===== config.mk =====
export PLATFORM = sky130hd
export DESIGN_NAME = echo_pulse_distance_meter
export DESIGN_NICKNAME = d
export VERILOG_FILES = /design/src/sv/epdm_pkg.sv /design/src/sv/epdm_div.sv /design/src/sv/epdm_edge_store.sv /design/src/sv/echo_pulse_distance_meter.sv
export SDC_FILE = /design/constraint.sdc
export NUM_CORES = 1
export LEC_CHECK = 0
export ABC_AREA = 0
export BUFFER_PORTS_ARGS = -buffer_cell sky130_fd_sc_hd__buf_2
export CORE_ASPECT_RATIO = 0.6
export CORE_MARGIN = 2
export CORE_UTILIZATION = 55
export CTS_CLUSTER_SIZE = 8
export DETAILED_ROUTE_END_ITERATION = 16
export PLACE_DENSITY_LB_ADDON = 0.08
export SYNTH_ARGS = -nofsm -noshare
export SYNTH_HDL_FRONTEND = slang
export SYNTH_SLANG_ARGS = --single-unit

===== constraint.sdc =====
create_clock -name clk -period 14.6 [get_ports clk]
set_clock_uncertainty 0.05 [all_clocks]
set_input_delay 2.92 -clock clk [delete_from_list [all_inputs] [get_ports clk]]
set_output_delay 2.92 -clock clk [all_outputs]
set_load 0.05 [all_outputs]

===== src/sv/epdm_pkg.sv =====
package epdm_pkg;

	// Default build values
	localparam int NUM_CHANNELS_DEF = 3;
	localparam int COUNTER_BITS_DEF = 32;

	// Fixed field widths
	localparam int CH_FIELD_W = 2;
	localparam int DATA_W     = 32;
	localparam int TICKS_W    = 10;
	localparam int DIST_W     = 27;

	// Arithmetic constants
	localparam logic [TICKS_W-1:0] TICKS_RESET = 10'd84;
	localparam logic [TICKS_W-1:0] CM_DIVISOR  = 10'd58;

	// Input transaction: one edge capture event
	typedef struct packed {
		logic [CH_FIELD_W-1:0] channel;
		logic [DATA_W-1:0]     capture_value;
	} in_item_t;

	// Output transaction: one completed measurement
	typedef struct packed {
		logic [CH_FIELD_W-1:0] sensor;
		logic [DATA_W-1:0]     echo_us;
		logic [DIST_W-1:0]     distance_cm;
	} out_item_t;

endpackage


===== src/sv/epdm_div.sv =====
module epdm_div
	import epdm_pkg::*;
(
	input  logic               clk,
	input  logic               arst_n,
	input  logic               start,
	input  logic [DATA_W-1:0]  dividend,
	input  logic [TICKS_W-1:0] divisor,
	output logic               done,
	output logic [DATA_W-1:0]  quotient
);

	localparam int CNT_W = $clog2(DATA_W);

	logic               busy_q;
	logic               done_q;
	logic [CNT_W-1:0]   cnt_q;
	logic [DATA_W-1:0]  dq_q;
	logic [TICKS_W-1:0] rem_q;
	logic [TICKS_W-1:0] div_q;

	logic [TICKS_W:0]   trial;
	logic               ge;
	logic [TICKS_W:0]   diff;

	// One restoring step: shift in the next dividend bit, subtract if it fits
	always_comb begin
		trial = {rem_q, dq_q[DATA_W-1]};
		ge    = (trial >= {1'b0, div_q});
		diff  = trial - {1'b0, div_q};
	end

	// Control: step counter and done pulse
	always_ff @(posedge clk or negedge arst_n) begin
		if (!arst_n) begin
			busy_q <= 1'b0;
			done_q <= 1'b0;
			cnt_q  <= '0;
		end else begin
			done_q <= busy_q && !start && (cnt_q == '0);
			if (start) begin
				busy_q <= 1'b1;
				cnt_q  <= CNT_W'(DATA_W - 1);
			end else if (busy_q) begin
				cnt_q <= cnt_q - 1'b1;
				if (cnt_q == '0) begin
					busy_q <= 1'b0;
				end
			end
		end
	end

	// Datapath: quotient bits shift in where dividend bits shift out
	always_ff @(posedge clk) begin
		if (start) begin
			dq_q  <= dividend;
			rem_q <= '0;
			div_q <= divisor;
		end else if (busy_q) begin
			dq_q  <= {dq_q[DATA_W-2:0], ge};
			rem_q <= ge ? diff[TICKS_W-1:0] : trial[TICKS_W-1:0];
		end
	end

	assign done     = done_q;
	assign quotient = dq_q;

endmodule


===== src/sv/epdm_edge_store.sv =====
module epdm_edge_store
	import epdm_pkg::*;
#(
	parameter int NUM_CHANNELS = NUM_CHANNELS_DEF,
	parameter int COUNTER_BITS = COUNTER_BITS_DEF,
	parameter int CH_W         = (NUM_CHANNELS > 1) ? $clog2(NUM_CHANNELS) : 1
) (
	input  logic                    clk,
	input  logic                    arst_n,
	input  logic                    capture,
	input  logic [CH_W-1:0]         ch_idx,
	input  logic [COUNTER_BITS-1:0] stamp,
	output logic                    second_edge,
	output logic [COUNTER_BITS-1:0] elapsed
);

	logic [NUM_CHANNELS-1:0] awaiting_q;
	logic [COUNTER_BITS-1:0] first_q [NUM_CHANNELS];

	// Lookup for the addressed channel; difference wraps modulo counter width
	assign second_edge = awaiting_q[ch_idx];
	assign elapsed     = stamp - first_q[ch_idx];

	// An opening edge stores its stamp, a closing edge rearms the channel
	always_ff @(posedge clk or negedge arst_n) begin
		if (!arst_n) begin
			awaiting_q <= '0;
			for (int i = 0; i < NUM_CHANNELS; i++) begin
				first_q[i] <= '0;
			end
		end else if (capture) begin
			awaiting_q[ch_idx] <= ~awaiting_q[ch_idx];
			if (!awaiting_q[ch_idx]) begin
				first_q[ch_idx] <= stamp;
			end
		end
	end

endmodule


===== src/sv/echo_pulse_distance_meter.sv =====
// Echo pulse distance meter: a first edge per channel only stores its stamp.
// A closing edge runs two 32-step divisions on one shared restoring divider
// (ticks / ticks_per_us, then / 58), and the result goes into the output register.
// All input stalls until that result is registered; the divider makes one bit per cycle.
// Reset (arst_n low, asynchronous) clears all channels to "waiting for first edge",
// zeroes stored stamps, empties the output register and sets ticks_per_us to 84.
module echo_pulse_distance_meter
	import epdm_pkg::*;
#(
	parameter int NUM_CHANNELS = NUM_CHANNELS_DEF,
	parameter int COUNTER_BITS = COUNTER_BITS_DEF
) (
	input  logic               clk,
	input  logic               arst_n,
	input  logic               cfg_we,
	input  logic [TICKS_W-1:0] cfg_wdata,
	input  logic               in_valid,
	output logic               in_stall,
	input  in_item_t           in_data,
	output logic               out_valid,
	input  logic               out_stall,
	output out_item_t          out_data
);

	localparam int CH_W = (NUM_CHANNELS > 1) ? $clog2(NUM_CHANNELS) : 1;

	localparam logic [1:0] ST_IDLE = 2'd0;
	localparam logic [1:0] ST_DIV1 = 2'd1;
	localparam logic [1:0] ST_DIV2 = 2'd2;
	localparam logic [1:0] ST_DONE = 2'd3;

	logic [1:0]              state_q;
	logic [TICKS_W-1:0]      ticks_q;
	logic [CH_FIELD_W-1:0]   sensor_q;
	logic [DATA_W-1:0]       echo_q;
	logic [DIST_W-1:0]       dist_q;
	logic                    out_valid_q;
	out_item_t               out_q;

	logic                    accept;
	logic                    in_range;
	logic [CH_W-1:0]         ch_idx;
	logic [COUNTER_BITS-1:0] stamp;
	logic                    second_edge;
	logic [COUNTER_BITS-1:0] elapsed;
	logic                    capture;
	logic                    out_free;

	logic                    div_start;
	logic [DATA_W-1:0]       div_dividend;
	logic [TICKS_W-1:0]      div_divisor;
	logic                    div_done;
	logic [DATA_W-1:0]       div_quot;

	// Input handshake and channel decode
	assign in_stall = (state_q != ST_IDLE);
	assign accept   = in_valid && !in_stall;
	assign in_range = (32'(in_data.channel) < NUM_CHANNELS);
	assign ch_idx   = CH_W'(in_data.channel);
	assign stamp    = in_data.capture_value[COUNTER_BITS-1:0];
	assign capture  = accept && in_range;
	assign out_free = !out_valid_q || !out_stall;

	epdm_edge_store #(
		.NUM_CHANNELS (NUM_CHANNELS),
		.COUNTER_BITS (COUNTER_BITS),
		.CH_W         (CH_W)
	) u_store (
		.clk         (clk),
		.arst_n      (arst_n),
		.capture     (capture),
		.ch_idx      (ch_idx),
		.stamp       (stamp),
		.second_edge (second_edge),
		.elapsed     (elapsed)
	);

	// Divider operand select: first pass by ticks_per_us, second by 58
	always_comb begin
		div_start    = 1'b0;
		div_dividend = DATA_W'(elapsed);
		div_divisor  = ticks_q;
		if (state_q == ST_IDLE) begin
			div_start = capture && second_edge;
		end else if (state_q == ST_DIV1) begin
			div_start    = div_done;
			div_dividend = div_quot;
			div_divisor  = CM_DIVISOR;
		end
	end

	epdm_div u_div (
		.clk      (clk),
		.arst_n   (arst_n),
		.start    (div_start),
		.dividend (div_dividend),
		.divisor  (div_divisor),
		.done     (div_done),
		.quotient (div_quot)
	);

	// Config register
	always_ff @(posedge clk or negedge arst_n) begin
		if (!arst_n) begin
			ticks_q <= TICKS_RESET;
		end else if (cfg_we) begin
			ticks_q <= cfg_wdata;
		end
	end

	// Sequencer
	always_ff @(posedge clk or negedge arst_n) begin
		if (!arst_n) begin
			state_q     <= ST_IDLE;
			out_valid_q <= 1'b0;
		end else begin
			if (state_q == ST_DONE && out_free) begin
				out_valid_q <= 1'b1;
			end else if (out_valid_q && !out_stall) begin
				out_valid_q <= 1'b0;
			end
			case (state_q)
				ST_IDLE: begin
					if (capture && second_edge) begin
						state_q <= ST_DIV1;
					end
				end
				ST_DIV1: begin
					if (div_done) begin
						state_q <= ST_DIV2;
					end
				end
				ST_DIV2: begin
					if (div_done) begin
						state_q <= ST_DONE;
					end
				end
				ST_DONE: begin
					if (out_free) begin
						state_q <= ST_IDLE;
					end
				end
				default: begin
					state_q <= ST_IDLE;
				end
			endcase
		end
	end

	// Result capture and output register
	always_ff @(posedge clk) begin
		if (state_q == ST_IDLE && capture && second_edge) begin
			sensor_q <= in_data.channel;
		end
		if (state_q == ST_DIV1 && div_done) begin
			echo_q <= div_quot;
		end
		if (state_q == ST_DIV2 && div_done) begin
			dist_q <= div_quot[DIST_W-1:0];
		end
		if (state_q == ST_DONE && out_free) begin
			out_q.sensor      <= sensor_q;
			out_q.echo_us     <= echo_q;
			out_q.distance_cm <= dist_q;
		end
	end

	assign out_valid = out_valid_q;
	assign out_data  = out_q;

endmodule

# --- Word level (Yosys, flattened, before mapping) ---
# Cells that the tools add are included.
# Widths: inputs -> output; s select.
totals:
  regBits: 293
  in_bits: 49
  out_inout_bits: 63
  elab_cells: 96
op_classes:
  add_sub_neg: 3
  magnitude_cmp: 6
  n_eq_ne: 8
  muxes: 32
  bitwise: 2
  reduce_logical: 26
ops:
  columns: ["op", "count"]
  rows:
  - ["$mux 32", 7]
  - ["$bwmux 96", 1]
  - ["$bmux 32 s2", 1]
  - ["$demux 32 s2", 1]
  - ["$sub 32x32->32", 1]
  - ["$mux 10", 3]
  - ["$logic_and 1x1->1", 13]
  - ["$ge 11x10->1", 1]
  - ["$mux 5", 2]
  - ["$sub 10x10->10", 1]
  - ["$mux 1", 9]
  - ["$mux 2", 4]
  - ["$pmux 2 s4", 1]
  - ["$reduce_bool 2->1", 3]
  - ["$logic_not 5->1", 1]
  - ["$sub 5x1->5 const B", 1]
  - ["$eq 2x2->1 const B", 2]
  - ["$logic_not 1->1", 4]
  - ["$ne 2x1->1 const B", 2]
  - ["$ne 2x2->1 const B", 2]
  - ["$reduce_and 2->1", 2]
  - ["$reduce_and 4->1", 1]
  - ["$bwmux 3", 1]
  - ["$ge 3x3->1 const B", 1]
  - ["12 further kinds", 12]

# --- Logic depth before layout (Yosys ltp) ---
# Gate-level depths: netlist of run 1.
logic_depth:
  depth_word: 9
  depth_mapped: 14
  depth_no_buf: 12

# --- Hierarchy ---
# From an unflattened synthesis of run 1, not the netlist that was laid out.
hier_totals:
  cells_unflattened: 1033
  area_unflattened_um2: 13980.9
modules_own_cells:
  columns: ["mod", "instances", "cells_per_inst", "area_per_inst_um2", "seq_area_each_um2"]
  rows:
  - ["epdm_edge_store", 1, 591, 6173.4, 2477.4]
  - ["echo_pulse_distance_meter", 1, 216, 4887.2, 3992.6]
  - ["epdm_div", 1, 226, 2920.3, 1636.6]

# --- Worst setup path before layout of run 1 ---
# No wires, ideal clock.
synth_timing:
  path_type: "input -> register"
  from: "input out_stall"
  to: "register out_q, in the netlist out_data[0], enable pin"
  setup_ns: 0.573
  arrival_ns: 7.347
  required_time_ns: 13.977
  setup_slack_ns: 6.630
  stages: 1
  path_buffers: 0
  cell_sequence: "a21boi_0"
synth_between:
  elab_chain_len: 3
synth_rtl:
  columns: ["element", "line", "rtl"]
  rows:
  - ["start, declared", "echo_pulse_distance_meter.sv:21", "input logic out_stall,"]
  - ["$logic_not 1->1", "echo_pulse_distance_meter.sv:62", "assign out_free = !out_valid_q || !out_stall;"]
  - ["$logic_or 1x1->1", "echo_pulse_distance_meter.sv:62", null]
  - ["$logic_and 1x1->1", "echo_pulse_distance_meter.sv:161", "if (state_q == ST_DONE && out_free) begin"]
  - ["end, declared", "echo_pulse_distance_meter.sv:38", "out_item_t out_q;"]
# Every way passes these cells.
# A chain may end at the register's enable or synchronous reset.

# --- Worst setup path after layout of run 1 ---
layout_timing:
  from: "input in_data[33] (netlist bit)"
  to: "register u_div.dq_q[30] (netlist: u_div.quotient[30]) (data pin)"
layout_between:
  elab_chain_len: 8
  word_cells_on_any_way: 14
  classes_between: "1 x add/sub; 1 x order compare; 9 x mux; 1 x bitwise; 2 x reduce/logical"
layout_rtl:
  columns: ["element", "line", "rtl"]
  rows:
  - ["start, declared", "echo_pulse_distance_meter.sv:19", "input in_item_t in_data,"]
  - ["$not 2->3 (not written as such)", "epdm_edge_store.sv:22", "assign elapsed = stamp - first_q[ch_idx];"]
  - ["$bmux 32 s2", "epdm_edge_store.sv:22", null]
  - ["$mux 32 (not written as such) (2 in a row)", "epdm_edge_store.sv:22", null]
  - ["$sub 32x32->32", "epdm_edge_store.sv:22", null]
  - ["$mux 32", "echo_pulse_distance_meter.sv:85", "end else if (state_q == ST_DIV1) begin"]
  - ["$mux 32", "echo_pulse_distance_meter.sv:83", "if (state_q == ST_IDLE) begin"]
  - ["$mux 32 (*)", "epdm_div.sv:55", "if (start) begin"]
  - ["end signal, assigned", "epdm_div.sv:56", "dq_q <= dividend;"]
  - ["end signal, assigned", "epdm_div.sv:60", "dq_q <= {dq_q[DATA_W-2:0], ge};"]
  - ["end, declared", "epdm_div.sv:18", "logic [DATA_W-1:0] dq_q;"]
# Mark *: on every way between the ends. The rest lies on a longest branch, timed or not. The select of a mux whose other input is x is not followed.

==> flow_summary.ini, run 1 <==
[critical_path]
cp-start-kind = input pin
critPathMaxStageDelay_ps = 520
crit_required_ps = 14810
critPathCaptureType = register
path_max_fanout = 39
crit_slowest_cell = buf_4
arrival_ps = 6250
path_cells = buf_2 > buf_4 > nor2b_2 > buf_4 > nand2_1 > o21ai_0 > ha_1 > fa_1 > nand2b_1 > a21oi_1 > o211ai_1 > a31oi_4 > o2111ai_1 > mux2i_1 > and2_1
crit_top_cell = buf_4
critPathKind = input pin to register

[routing]
routed_wl_um = 29700
detail-route-antenna-nets = 0
vias = 8560
dr_wl_met3_um = 2140
m1WireLength_um = 16800
first_iter_violations = 722
routedWlPerCell_um = 19.8
via_per_inst = 5.70
routed.top_layer = met4
drc_errors = 0
drt-pass1-iter-count = 5
met2WireLength_um = 10400

[timing]
final_hold_viol_count = 0
setup_viol = 0
finalSetupTns_ps = 0
fmax_mhz = 166
finalMaxSlewViolations = 0
min_period_ps = 6030
tightestPinTransition_ps = 947
fin_crit_sh = 0.413
rsz0062_at_grt = no
maxSlewHeadroom = 0.369

[finish]
final_cell_mix = 164 x edfxtp_1, 116 x dfrtp_1, 110 x buf_2
syn2layout_area_growth_pct = 14.9
drive_gt1_frac = 0.246
layout_commonest_cell = edfxtp_1
multiInputGateArea_um2 = 5060
n_fill_cell = 1885
fin_util = 0.641
regArea_um2 = 8110
fin_nets = 1266
diodes = 0

[clocking]
cts_buffers = 42
ctsHoldBuffers = 0
cts_htree_levels = 2
clkSinkCount = 293
cts_buffer_depth = 3
clk_latency_ps = 520
cts_tree = done
cts-root-buf = clkbuf_16
ctsResizeCount = 0
cts.reportedPaths.clkPinSlew_ps = 50
post_cts_buffers = 0

[floorplanning]
start_util = 0.558
dieArea_um2 = 25800
die_height_um = 125
num_rows = 44
boundaryPins = 112
die_w_um = 206
core_area_um2 = 24100

[yosys]
synth.avg_cell_area_um2 = 12.9
postSynthCellCount = 1043
ys_types = 75
synth_fp_nets = 1143
synth_warnings = 0
synth-seq-area-share = 0.602
synthArstFlopShare = 0.406
synthFlopType = edfxtp_1
syn-cell-area_um2 = 13500
synth-edff-count = 164
ys_ff_latch = 293

[job]
drv_cap = 0

[global_routing]
grt_max_degree = 74
antenna_found_initial = 0
grt-ovfl-total = 0
grt.total_usage = 0.237
grt_first_pass_wirelength_um = 46800
grt_pass1_vias = 8047

[place]
gp_congestion = 0.892
place_hpwl_um = 20900
portBuffers = 111

[hold_path]
hp-class = register to register

[status]
outcome = completed

[pwr]
ir_drop_v = 0.0000793
p_leak_nw = 6.39
pwr_density_cell_nw_per_um2 = 213
## path summary, 6_finish.rpt
check                           slack (ps)  depth (start not counted)                  end         from
min in group asynchronous             2360                          1           ticks_q[3]       arst_n
worst min-delay path                   360                          0         out_data[14]   dist_q[14]
max in group asynchronous            10770                          2  u_store.first_q[47]       arst_n
worst max-delay path                  8570                         15   u_div.quotient[30]  in_data[33]
worst min register to register         360                          0         out_data[14]   dist_q[14]
worst max register to register       11400                          9   u_div.quotient[23]   state_q[0]
## critical path, delay by kind of cell
family,cells,cell delay (ps)
and+or+nand+nor,4,510
buffers and inverters,3,850
muxes,1,160
adders and majority gates,2,670
AOI/OAI and AO/OA,5,1110
## cells in the mapped netlist (all sizes together), types with 3 or more instances
master | count | area, µm²
edfxtp | 164 | 4920
dfrtp | 116 | 2900
mux2 | 107 | 1200
a21oi | 93 | 484
nor2 | 76 | 285
nand2 | 64 | 240
o21ai | 54 | 274
ha | 49 | 613
mux2i | 38 | 380
inv | 31 | 116
buf | 28 | 159
xnor2 | 19 | 166
nor3 | 15 | 85.1
clkbuf | 14 | 53.8
nand2b | 14 | 87.6
xor2 | 12 | 105
a21o | 11 | 82.6
and2 | 11 | 71.3
dfxtp | 10 | 200
o21a | 9 | 67.6
a31oi | 8 | 80.1
nand3 | 8 | 40.0
o31ai | 8 | 87.6
nand4 | 7 | 43.8
nor2b | 7 | 43.8
a211oi | 6 | 45.0
and3 | 5 | 31.3
o21bai | 5 | 48.8
o211a | 4 | 40.0
o211ai | 4 | 30.0
or3 | 4 | 25.0
a211o | 3 | 26.3
a21boi | 3 | 26.3
dfstp | 3 | 78.8
nor4 | 3 | 25.0
o22ai | 3 | 18.8
## kinds of logic after synthesis
logic type,synth area share
xor gates and xnor gates,0.0202
DFF,0.602
adders and majority gates,0.0485
AOI/OAI and AO/OA,0.109
buffers and inverters,0.0244
and+or+nand+nor,0.0779
muxes,0.118
## sequential cells by signal (all words and copies together) (netlist names), 2 cells and up
| signal | cells |
|---|---|
| u_store.awaiting_q | 3 |
| out_data | 61 |
| u_div.cnt_q | 5 |
| u_div.quotient | 32 |
| dist_q | 27 |
| ticks_q | 10 |
| sensor_q | 2 |
| state_q | 2 |
| u_div.rem_q | 10 |
| u_div.div_q | 10 |
| u_store.first_q | 96 |
| echo_q | 32 |
## where the power goes
| group | internal [mW] | switching [mW] | total (mW) | leakage (nW) |
|---|---|---|---|---|
| Combinational | 0.419 | 0.678 | 1.10 | 2.75 |
| Sequential | 1.19 | 0.154 | 1.34 | 3.09 |
| Clock | 0.529 | 0.327 | 0.855 | 0.555 |
## layer usage
metal | vias up | track usage
met5 | - | 0
met4 | 0 | 0.0445
met3 | 33 | 0.0461
met2 | 289 | 0.276
met1 | 4159 | 0.435
li1 | 4079 | -
## metrics by stage
step / setup WS (ps) / instances / hold slack (ps) / power (mW) / cell area (µm²)
floorplan: 6630 / 1043 / 350 / 2.15 / 13500
global placement: 8100 / 1444 / 352 / 2.41 / 14300
detailed placement: 8080 / 1444 / 355 / 2.43 / 14300
CTS: 8620 / 1503 / 363 / 3.30 / 15500
global route: 8210 / 1503 / 368 / 3.49 / 15500
finish: 8570 / 1503 / 359 / 3.29 / 15500
## final cells by class
cell class / instances / share of cell area
clock inverters: 2 / 0.000890
well taps: 322 / 0.0261
flip-flops and latches: 293 / 0.524
clock buffers: 57 / 0.0730
repair buffers: 121 / 0.0409
multi-input cells: 677 / 0.327
inverters: 31 / 0.00753
Note: power is estimated with default switching activity, not from simulation.
==> run 2: changes to the inputs <==
==> constraint.sdc (replaced) <==
create_clock -name clk -period 6 [get_ports clk]
set_clock_uncertainty 0.05 [all_clocks]
set_input_delay 1.2 -clock clk [delete_from_list [all_inputs] [get_ports clk]]
set_output_delay 1.2 -clock clk [all_outputs]
set_load 0.05 [all_outputs]
==> run 2 against run 1 <==
Compared with the run above:
- power is 140% higher
- design area increased by 0.36%
- register-to-register slack worse by 8500 ps
- global-route usage decreased by 0.17 points
- largest power group unchanged
- first-iteration DRC count rose by 17%
- sequential share of layout area shrank 0.19 points
==> flow_summary.ini, run 2 (synthesis gave the netlist of run 1 again) <==
[hold_path]
hp-class = register to register

[pwr]
finalPower_mw = 8.06
pwr_density_cell_nw_per_um2 = 520
p_leak_nw = 6.41
ir_drop_v = 0.000241

[finish]
final_cell_mix = 164 x edfxtp_1, 116 x dfrtp_1, 110 x buf_2
diodes = 0
fin_cells = 1515
layout_commonest_cell = edfxtp_1
regMostFlops = u_store.first_q
drive_gt1_frac = 0.246
fin_util = 0.644
largest_reg_flops = 96
final_cell_area_um2 = 15500
n_fill_cell = 1865
syn2layout_area_growth_pct = 15.3
fin_nets = 1268

[timing]
min_period_ps = 4410
maxSlewHeadroom = 0.284
fmax_mhz = 227
final_hold_viol_count = 0
rsz0062_at_grt = no
tightestPinTransition_ps = 1070
setup_viol = 0
fin_crit_sh = 0.735
finalMaxSlewViolations = 0
finalSetupTns_ps = 0

[floorplanning]
boundaryPins = 112
num_rows = 44
die_w_um = 206
dieArea_um2 = 25800
die_height_um = 125
start_util = 0.558
core_area_um2 = 24100

[place]
portBuffers = 111
place_hpwl_um = 20700
place_inst = 1446
place_area_um2 = 14300
gp_congestion = 0.924

[clocking]
cts_buffer_depth = 3
cts_htree_levels = 2
clkSinkCount = 293
ctsResizeCount = 0
cts_buffers = 42
clk_latency_ps = 530
ctsHoldBuffers = 0
cts_tree = done
cts-root-buf = clkbuf_16
post_cts_buffers = 0
cts.reportedPaths.clkPinSlew_ps = 50

[critical_path]
arrival_ps = 4600
reg2reg_slack_ps = 2880
path_max_fanout = 26
critPathCaptureType = register
cp-start-kind = input pin
crit_required_ps = 6190
critPathKind = input pin to register

[routing]
detail-route-antenna-nets = 0
routedWlPerCell_um = 19.4
routed_wl_um = 29400
drc_errors = 0
vias = 8532
first_iter_violations = 848
via_per_inst = 5.63
drt-pass1-iter-count = 6

[global_routing]
grt.total_usage = 0.235
grt_first_pass_wirelength_um = 46200
grt_max_degree = 82
grt-ovfl-total = 0
antenna_found_initial = 0
grt_pass1_vias = 7940

[status]
outcome = completed

[job]
drv_cap = 0
run 2: cell count changes in the layout (fill, tap and decap cells not counted):
cell       change
clkinv_8       +1
inv_6          -1
buf_4          +2
clkbuf_1      +10
inv_16         +1
clkbuf_16      -1
run 2: metal layers:
| metal | track usage | share of wire | vias up |
|---|---|---|---|
| met5 | 0 | 0 | - |
| met4 | 0.0576 | 0.015 | 0 |
| met3 | 0.0474 | 0.072 | 36 |
| met2 | 0.269 | 0.35 | 279 |
| met1 | 0.430 | 0.56 | 4115 |
| li1 | - | - | 4102 |
run 2: power breakdown:
group,switching (mW),internal [mW]
sequential,0.372,2.89
combinational,1.66,1.02
clock,0.827,1.30
total,2.86,5.20
run 2: worst paths after layout:
path,from,cells past startpoint,to
min,echo_q[4],0,out_data[31]
min in group asynchronous,arst_n,1,u_store.first_q[72]
min reg2reg,echo_q[4],0,out_data[31]
max reg2reg,u_store.first_q[4],10,u_div.quotient[25]
max in group asynchronous,arst_n,2,u_store.awaiting_q[1]
max,in_data[33],11,u_div.quotient[26]
run 2: layout make-up:
class	instances	area, µm²	area share
flip-flops and latches	293	8110	0.522
clock inverters	3	41.3	0.00266
clock buffers	66	1140	0.0735
well taps	322	403	0.0260
inverters	31	116	0.00750
multi-input cells	677	5060	0.326
repair buffers	123	648	0.0418
run 2: through the flow:
| stage | hold slack (ps) | worst slack (ps) |
|---|---|---|
| after CTS | 361 | 1660 |
| after detailed placement | 355 | 1110 |
| after global routing | 369 | 1420 |
| final | 359 | 1590 |
| after floorplan | 350 | 1480 |
| after global placement | 351 | 1130 |
run 2: worst max-delay path, stage by stage:
cell     delay [ps]
buf_2           340
nor2b_2         540
buf_4           360
a21oi_1         110
ha_1            400
a21oi_1         310
o21ai_1         170
or4_1           550
o21ai_1         160
xor2_1          280
a21oi_1         110
==> run 3: changes to the inputs <==
--- a/config.mk
+++ b/config.mk
@@ -5,7 +5,7 @@
 export SDC_FILE = /design/constraint.sdc
 export NUM_CORES = 1
 export LEC_CHECK = 0
-export ABC_AREA = 0
+export ABC_AREA = 1
 export BUFFER_PORTS_ARGS = -buffer_cell sky130_fd_sc_hd__buf_2
 export CORE_ASPECT_RATIO = 0.6
 export CORE_MARGIN = 2
==> constraint.sdc (replaced) <==
create_clock -name clk -period 4.3 [get_ports clk]
set_clock_uncertainty 0.05 [all_clocks]
set_input_delay 0.86 -clock clk [delete_from_list [all_inputs] [get_ports clk]]
set_output_delay 0.86 -clock clk [all_outputs]
set_load 0.05 [all_outputs]
==> run 3 against run 2 <==
Compared with the run above:
- first-iteration DRC count decreased by 2.6%
- worst setup slack worse by 500 ps
- highest routed layer unchanged
- largest cell class unchanged
- largest power group unchanged
- synthesized area increased by 2.0%
- worst hold slack gained 4.1 ps
==> flow_summary.ini, run 3 <==
[finish]
layout_commonest_cell = nand2_1
largest_reg_flops = 96
fin_nets = 1702
diodes = 0
regMostFlops = u_store.first_q
drive_gt1_frac = 0.119
final_cell_mix = 455 x nand2_1, 211 x inv_1, 164 x edfxtp_1
syn2layout_area_growth_pct = 15.4

[timing]
rsz0062_at_grt = no
setup_viol = 0
final_hold_viol_count = 0
finalSetupTns_ps = 0
fmax_mhz = 312
maxSlewHeadroom = 0.345
tightestPinTransition_ps = 983
setup_ws_ps = 1090
min_period_ps = 3210
finalMaxSlewViolations = 0
worst_hold_slack_ps = 363
fin_crit_sh = 0.746

[global_routing]
grt.total_usage = 0.248
grt-ovfl-total = 0
antenna_found_initial = 0
grt_pass1_vias = 9923
grt_max_degree = 76
grt_first_pass_wirelength_um = 51900

[place]
gp_congestion = 0.890
place_hpwl_um = 22100
place_worst_setup_slack_ps = 581
portBuffers = 111

[critical_path]
crit_slowest_cell = fa_1
critPathKind = input pin to register
cp-start-kind = input pin
critPathMaxStageDelay_ps = 400
path_max_fanout = 26
reg2reg_depth = 14
reg2reg_slack_ps = 1480
crit_family = simple AND/OR/NAND/NOR gates
critPathCaptureType = register
path_cells = buf_2 > inv_2 > nand2_1 > inv_1 > buf_12 > a22oi_1 > nand2_1 > ha_1 > fa_1 > inv_1 > nand3_1 > nand3_1 > nand2_1 > nand2_1 > nand2_1 > nand3_1 > nand2_1 > nand3_1 > nand2_1
path_buf_inv = 5
crit_required_ps = 4540
arrival_ps = 3440
rr_startpoint = u_store.first_q[36]
timing.rr.end = u_div.quotient[21]
worstSetupStartpoint = in_data[33]
crit_top_cell = nand2_1

[yosys]
synthArstFlopShare = 0.406
synth-simple-area-share = 0.180
synthMuxAreaShare = 0
yosys-top-cells-area = edfxtp_1 36%, dfrtp_1 21%, nand2_1 12%, inv_1 5.8%, ha_1 4.5%
synth_fp_nets = 1574
synthFlopType = edfxtp_1
yosysMostFrequentCell = nand2_1
syn-cell-area_um2 = 13700
synth_top_family_by_area = simple AND/OR/NAND/NOR gates
yosysTopAreaCell = edfxtp_1
synth_compound_area_frac = 0.0986
ys_types = 38
postSynthCellCount = 1474
synth.avg_cell_area_um2 = 9.32
synth_top_area_share = 0.359
synth_warnings = 0
yosys-top-cells-count = 455 x nand2_1, 211 x inv_1, 164 x edfxtp_1, 116 x dfrtp_1, 96 x o21ai_0
synth-xor-area-share = 0.0115
synth-seq-area-share = 0.590
synth-edff-count = 164
ys_ff_latch = 293
synthAdderAreaFrac = 0.0476

[routing]
detail-route-antenna-nets = 0
routed_wl_um = 31600
via_per_inst = 5.28
first_iter_violations = 826
vias = 10235
drt-pass1-iter-count = 6
drc_errors = 0
routedWlPerCell_um = 16.3

[clocking]
clkSinkCount = 293
clk_latency_ps = 550
ctsHoldBuffers = 0
ctsResizeCount = 0
cts.reportedPaths.clkPinSlew_ps = 50
cts-root-buf = clkbuf_16
cts_buffer_depth = 3
cts_htree_levels = 2
cts_tree = done
post_cts_buffers = 0
cts_buffers = 42

[floorplanning]
die_w_um = 208
dieArea_um2 = 26300
num_rows = 44
start_util = 0.564
core_area_um2 = 24300
die_height_um = 126
boundaryPins = 112

[job]
drv_cap = 0

[status]
outcome = completed

[pwr]
pwr_density_cell_nw_per_um2 = 683
p_leak_nw = 7.57
ir_drop_v = 0.000513

[hold_path]
hp-class = register to register
min_from = dist_q[1]
holdPathEnd = out_data[1]
min_path_cells = 0
-- run 3: layer usage --
metal / global-route usage / share of wire / vias up
met5: 0 / 0 / -
met4: 0.0672 / 0.015 / 0
met3: 0.0490 / 0.066 / 38
met2: 0.358 / 0.41 / 322
met1: 0.383 / 0.50 / 4818
li1: - / - / 5057
-- run 3: worst reg2reg max path, stage by stage (launching register included) --
cell	delay (ps)
dfrtp_1	390
inv_1	90
nor2_1	100
a221oi_1	430
ha_1	390
nand2_1	150
inv_1	60
nand2_1	80
nand3_1	190
nand2_1	130
nand2_1	170
nand2_1	130
nand3_1	70
nand3_1	80
nand2_1	60
-- run 3: where the power goes --
| group | switching, mW | total, mW | leakage, nW | internal [mW] |
|---|---|---|---|---|
| Clock | 1.17 | 2.97 | 0.568 | 1.80 |
| Sequential | 0.459 | 4.43 | 3.16 | 3.97 |
| Combinational | 2.35 | 3.41 | 3.85 | 1.07 |
| Total | 3.98 | 10.8 | 7.57 | 6.84 |
-- run 3: layout make-up --
| type | instances | area (µm²) |
|---|---|---|
| Multi-Input combinational cell | 926 | 4650 |
| Clock buffer | 57 | 1120 |
| Inverter | 214 | 803 |
| Sequential cell | 293 | 8110 |
| Clock inverter | 3 | 56.3 |
| Tap cell | 322 | 403 |
| Fill cell | 2028 | 8490 |
| Timing Repair Buffer | 125 | 701 |
-- run 3: per-stage QoR --
step | power (mW) | util | std cells | area, µm²
after floorplan | 6.91 | - | 1474 | 13700
after global placement | 7.78 | 0.603 | 1880 | 14700
after detailed placement | 7.85 | 0.603 | 1880 | 14700
after CTS | 10.9 | 0.651 | 1940 | 15800
after global routing | 11.5 | 0.651 | 1940 | 15800
final | 10.8 | 0.651 | 1940 | 15800
-- run 3: kinds of logic after synthesis --
kind of cell    Yosys count
flops                   293
fa+ha+maj                51
xor+xnor                 18
compound gates          242
simple gates            615
buf+inv                 255
-- run 3: worst max-delay path by stage --
stage / to / slack [ps] / cells past startpoint
5_1_grt: u_div.quotient[24] / 850 / 19
4_1_cts: u_div.quotient[24] / 1160 / 19
6_report: u_div.quotient[24] / 1090 / 19
3_3_place_gp: u_div.quotient[24] / 690 / 19
3_5_place_dp: u_div.quotient[24] / 580 / 19
2_1_floorplan: out_data[0] / 220 / 3
